`src/binomial_via_prime_exponents_core_defines.svh`:
```
// Assertion macros for the binomial core.
`ifndef BINOMIAL_VIA_PRIME_EXPONENTS_CORE_DEFINES_SVH
`define BINOMIAL_VIA_PRIME_EXPONENTS_CORE_DEFINES_SVH
// Assert that an antecedent implies a consequent in the same cycle.
`define BPE_ASSERT_IMP(lbl, clk, rst, a, c) \
  lbl: assert property (@(posedge clk) disable iff (!rst) (a) |-> (c)) \
    else $error("assertion failed");
// Assert that an antecedent implies a consequent in the next cycle.
`define BPE_ASSERT_NEXT(lbl, clk, rst, a, c) \
  lbl: assert property (@(posedge clk) disable iff (!rst) (a) |=> (c)) \
    else $error("assertion failed");
`endif

```
`src/bpe_pkg.sv`:
```
// ----------------------------------------------------------------------------
// bpe_pkg
// Types and constants shared by the binomial core.
// ----------------------------------------------------------------------------
package bpe_pkg;
  localparam int unsigned MaxNDefault  = 1024;
  localparam logic [30:0] ModulusReset = 31'd1000000007;

  typedef struct packed {
    logic [10:0] n_value;
    logic [10:0] r_value;
  } bpe_in_t;

  typedef struct packed {
    logic [63:0] result;
    logic        r_exceeds_n;
  } bpe_out_t;

  typedef enum logic [3:0] {
    StSieveInit, StSieveScan, StSieveMark, StIdle, StClear, StFactRd,
    StFactUpd, StMulRd, StMulGo, StMulWait, StDone
  } bpe_state_e;

  // Control from the sequencer into the modular multiplier.
  typedef struct packed {
    logic        start;
    logic        wrap;
  } bpe_mul_ctl_t;
endpackage

```
`src/bpe_modmul.sv`:
```
// ----------------------------------------------------------------------------
// bpe_modmul
// Product times a small factor, reduced by shift-and-subtract, one bit a cycle (unreduced on wrap).
// ----------------------------------------------------------------------------
module bpe_modmul import bpe_pkg::*; #(
  parameter int unsigned FW = 11
) (
  input  logic          clk_i,
  input  logic          rst_ni,
  input  bpe_mul_ctl_t  ctl_i,
  input  logic [63:0]   a_i,
  input  logic [FW-1:0] b_i,
  input  logic [30:0]   m_i,
  output logic [63:0]   p_o,
  output logic          done_o
);
  localparam int unsigned CW = $clog2(FW + 1);
  logic [63:0]   acc_q, acc_d;
  logic [FW-1:0] b_q, b_d;
  logic [CW-1:0] cnt_q, cnt_d;
  logic          busy_q, busy_d, done_q, done_d;
  logic [33:0]   dbl, add;
  logic [33:0]   m_ext;

  assign m_ext = {3'b0, m_i};

  always_comb begin
    acc_d = acc_q; b_d = b_q; cnt_d = cnt_q; busy_d = busy_q; done_d = 1'b0;
    dbl = '0; add = '0;
    if (ctl_i.start) begin
      if (ctl_i.wrap) begin
        acc_d  = a_i * {{(64-FW){1'b0}}, b_i};
        done_d = 1'b1;
      end else begin
        acc_d = '0; b_d = b_i; cnt_d = CW'(FW); busy_d = 1'b1;
      end
    end else if (busy_q) begin
      // acc = 2*acc + a*bit, kept below m; a is already below m
      dbl = {acc_q[32:0], 1'b0};
      if (dbl >= m_ext) dbl = dbl - m_ext;
      add = dbl + (b_q[FW-1] ? {3'b0, a_i[30:0]} : 34'd0);
      if (add >= m_ext) add = add - m_ext;
      acc_d = {30'b0, add};
      b_d   = {b_q[FW-2:0], 1'b0};
      cnt_d = cnt_q - 1'b1;
      if (cnt_q == CW'(1)) begin
        busy_d = 1'b0; done_d = 1'b1;
      end
    end
  end

  always_ff @(posedge clk_i or negedge rst_ni) begin
    if (!rst_ni) begin
      busy_q <= 1'b0; done_q <= 1'b0; cnt_q <= '0;
    end else begin
      busy_q <= busy_d; done_q <= done_d; cnt_q <= cnt_d;
    end
  end

  always_ff @(posedge clk_i) begin
    acc_q <= acc_d; b_q <= b_d;
  end

  assign p_o    = acc_q;
  assign done_o = done_q;
endmodule
```
`config.mk`:
```
export PLATFORM = sky130hd
export DESIGN_NAME = bpe_modmul
export DESIGN_NICKNAME = d
export VERILOG_FILES = /design/src/binomial_via_prime_exponents_core_defines.svh /design/src/bpe_pkg.sv /design/src/bpe_modmul.sv
export SDC_FILE = /design/constraint.sdc
export NUM_CORES = 2
export LEC_CHECK = 0
export BUFFER_PORTS_ARGS = -buffer_cell sky130_fd_sc_hd__buf_2
export CELL_PAD_IN_SITES_DETAIL_PLACEMENT = 1
export CELL_PAD_IN_SITES_GLOBAL_PLACEMENT = 2
export CORE_UTILIZATION = 40
export CTS_CLUSTER_SIZE = 12
export DETAILED_ROUTE_END_ITERATION = 8
export PLACE_DENSITY = 0.95
export SYNTH_ARGS = -nofsm -noshare
export SYNTH_HDL_FRONTEND = slang
export SYNTH_SLANG_ARGS = --single-unit
```
`constraint.sdc`:
```
create_clock -name clk_i -period 10.98 [get_ports clk_i]
set_input_delay 1.647 -clock clk_i [delete_from_list [all_inputs] [get_ports clk_i]]
set_output_delay 1.647 -clock clk_i [all_outputs]
set_load 0.005 [all_outputs]
```
==> flow_summary.toml <==
[run]
maxCapViolCount = 0

[clock_tree]
cts_htree_levels = 3
cts_buffer_depth = 2
ctsHoldBuffers = 0
cts_root_buf = "clkbuf_16"
cts.sinks = 81
tritoncts = "done"
cts_buffers = 9
path_clk_slew_ps = 90
cts_setup_buffers = 0
clk_latency_ps = 400
cts-resized-gates = 0

[timing]
max-slew-margin-rel_pct = 25.0
fin_ws_ps = 1090
hold_viol = 0
fin_skew_ps = 19.7
finalMaxSlewViolations = 0
min_period_over_period_pct = 90.1
fin_crit_ps = 9890
whs_ps = 542
rsz0062_at_grt = "false"
setup_viol = 0
worst_pin_slew_ps = 1120
max_freq_ghz = 0.101
setup_tns_ps = 0

[drt]
wl_per_cell_um = 22.2
drt_iter0_drc = 1347
drt_first_pass_iters = 5
routed_wl_mm = 89.7
routed-via-count = 23000
drtAntennaViolNets = 0
drc_errors = 0
avgViaCountPerCell = 5.68

[critical_path]
cp_common_cell = "ha_1"
timing.critical_path.fanout_max = 31
crit_slowest_cell = "o2111ai_1"
crit_arrival_ps = 10050
slowest_delay_ps = 510
cp_data_required_time_ps = 11140
startpoint_type = "primary input"
path_class = "in2reg"
cp-end-kind = "flip-flop"

[final_layout]
drive_gt1_share_pct = 8.35
final_cell_mix = "591 x nand2_1, 510 x fa_1, 337 x inv_1"
multi_input_area_um2 = 22900
regArea_um2 = 2400
fillerInstances = 7995
areaGrowthSynthToFinish_pct = 6.64
final_common_cell = "nand2_1"
antenna_cells = 0
layout.nets = 3966

[die]
pin_count = 175
core.rowCount = 95
die_h_um = 263
start_util_pct = 40.5
die-area_um2 = 69300
die_w_um = 263
core_area_um2 = 67400

[logic_synthesis]
synth_enable_flop_cells = 75
ys_seq_area_share_pct = 8.80
synth.distinct_cells = 74
syn_nets = 3931
ys_warn_count = 0
synth_seq_cells = 81
ys.flop_type = "edfxtp_1"
syn_inst = 3135
yosysTopAreaCell = "fa_1"
synth_area_leaders = "fa_1 37%, edfxtp_1 8.3%, nand2_1 8.2%"
syn_avg_cell_area_um2 = 8.70
synth_top_area_share_pct = 37.4
synthArstFlopShare_pct = 7.41
syn-cell-area_um2 = 27300

[min_path]
hold_class = "reg2reg"

[place]
place_ws_ps = 793
gp_congestion = 0.963
place.port_buffers = 174
dp.final_hpwl_mm = 73.2

[global_routing]
overflow = 0
grt_pass1_vias = 25700
antenna_found_initial = 7
grt_pass1_wl_mm = 142
grt_usage_pct = 26.2
grt_max_degree = 65

[run_status]
status = "complete, no violations"
## kinds of logic (layout without fill, tap and decap cells)
| kind of cell | Yosys count | count (layout) | synth area share [%] |
|---|---|---|---|
| simple gates | 1124 | 1124 | 19.3 |
| fa+ha+maj | 686 | 686 | 45.5 |
| compound gates | 531 | 531 | 12.6 |
| buf+inv | 514 | 554 | 7.21 |
| xor+xnor | 155 | 155 | 5.00 |
| flops | 81 | 81 | 8.80 |
| mux | 44 | 44 | 1.68 |
## stage by stage
stage / util, % / area, um^2 / cells
finish: 43.2 / 29100 / 4048
global route: 43.2 / 29100 / 4048
CTS: 43.2 / 29100 / 4048
detailed placement: 42.7 / 28800 / 4032
global placement: 42.7 / 28800 / 4032
floorplan: - / 27300 / 3135
## area by class of cell
type	count	area share, %
multi-input cells	2540	78.8
flip-flops and latches	81	8.25
clock buffers	9	0.774
well taps	873	3.75
repair buffers	201	3.74
inverters	337	4.35
clock inverters	7	0.297
## Yosys cell counts (21+ instances only)
| library cell | instances |
|---|---|
| nor2b_1 | 21 |
| edfxtp_1 | 75 |
| ha_1 | 176 |
| nand2_1 | 593 |
| o21bai_1 | 22 |
| xor2_1 | 64 |
| fa_1 | 510 |
| clkbuf_1 | 168 |
| nor3_1 | 35 |
| xnor2_1 | 90 |
| nor2_1 | 107 |
| a21o_1 | 78 |
| mux2i_1 | 30 |
| and2_1 | 225 |
| and3_1 | 23 |
| o21ai_0 | 113 |
| inv_1 | 337 |
| a21oi_1 | 147 |
| nand3_1 | 41 |
## routing by layer
| metal | vias up | GRT usage [%] | routed length, um |
|---|---|---|---|
| met4 | 12 | 8.87 | 2730 |
| met2 | 631 | 46.7 | 45100 |
| met1 | 12000 | 32.4 | 37500 |
| met5 | - | 0 | 71 |
| li1 | 10200 | - | - |
| met3 | 163 | 3.58 | 4290 |
## worst max-delay path: cells and delay by family
family,cells,cell delay [ps]
AO/OA/AOI/OAI,19,4990
AND/OR/NAND/NOR,6,1320
adder cells (fa/ha/maj),3,990
multiplexers,2,640
buffers and inverters,3,390
## path summary, 6_finish.rpt
check,from,to,slack (ps),cells past startpoint
worst min register to register,busy_q,cnt_q[1],540,1
worst min-delay path,busy_q,cnt_q[1],540,1
worst max-delay path,m_i[29],p_o[3],1090,33
max in group asynchronous,rst_ni,cnt_q[0],9770,1
min in group asynchronous,rst_ni,cnt_q[2],1060,1
worst max register to register,p_o[28],p_o[3],2030,31
## state kept, by name, summed over array words and instances (netlist names)
register and flops:
cnt_q 4, busy_q 1, done_o 1, b_q 11, p_o 64
Power is left out: the tool's default activity adds up to more than one toggle a clock period on the data nets, which glitch-free logic cannot reach.
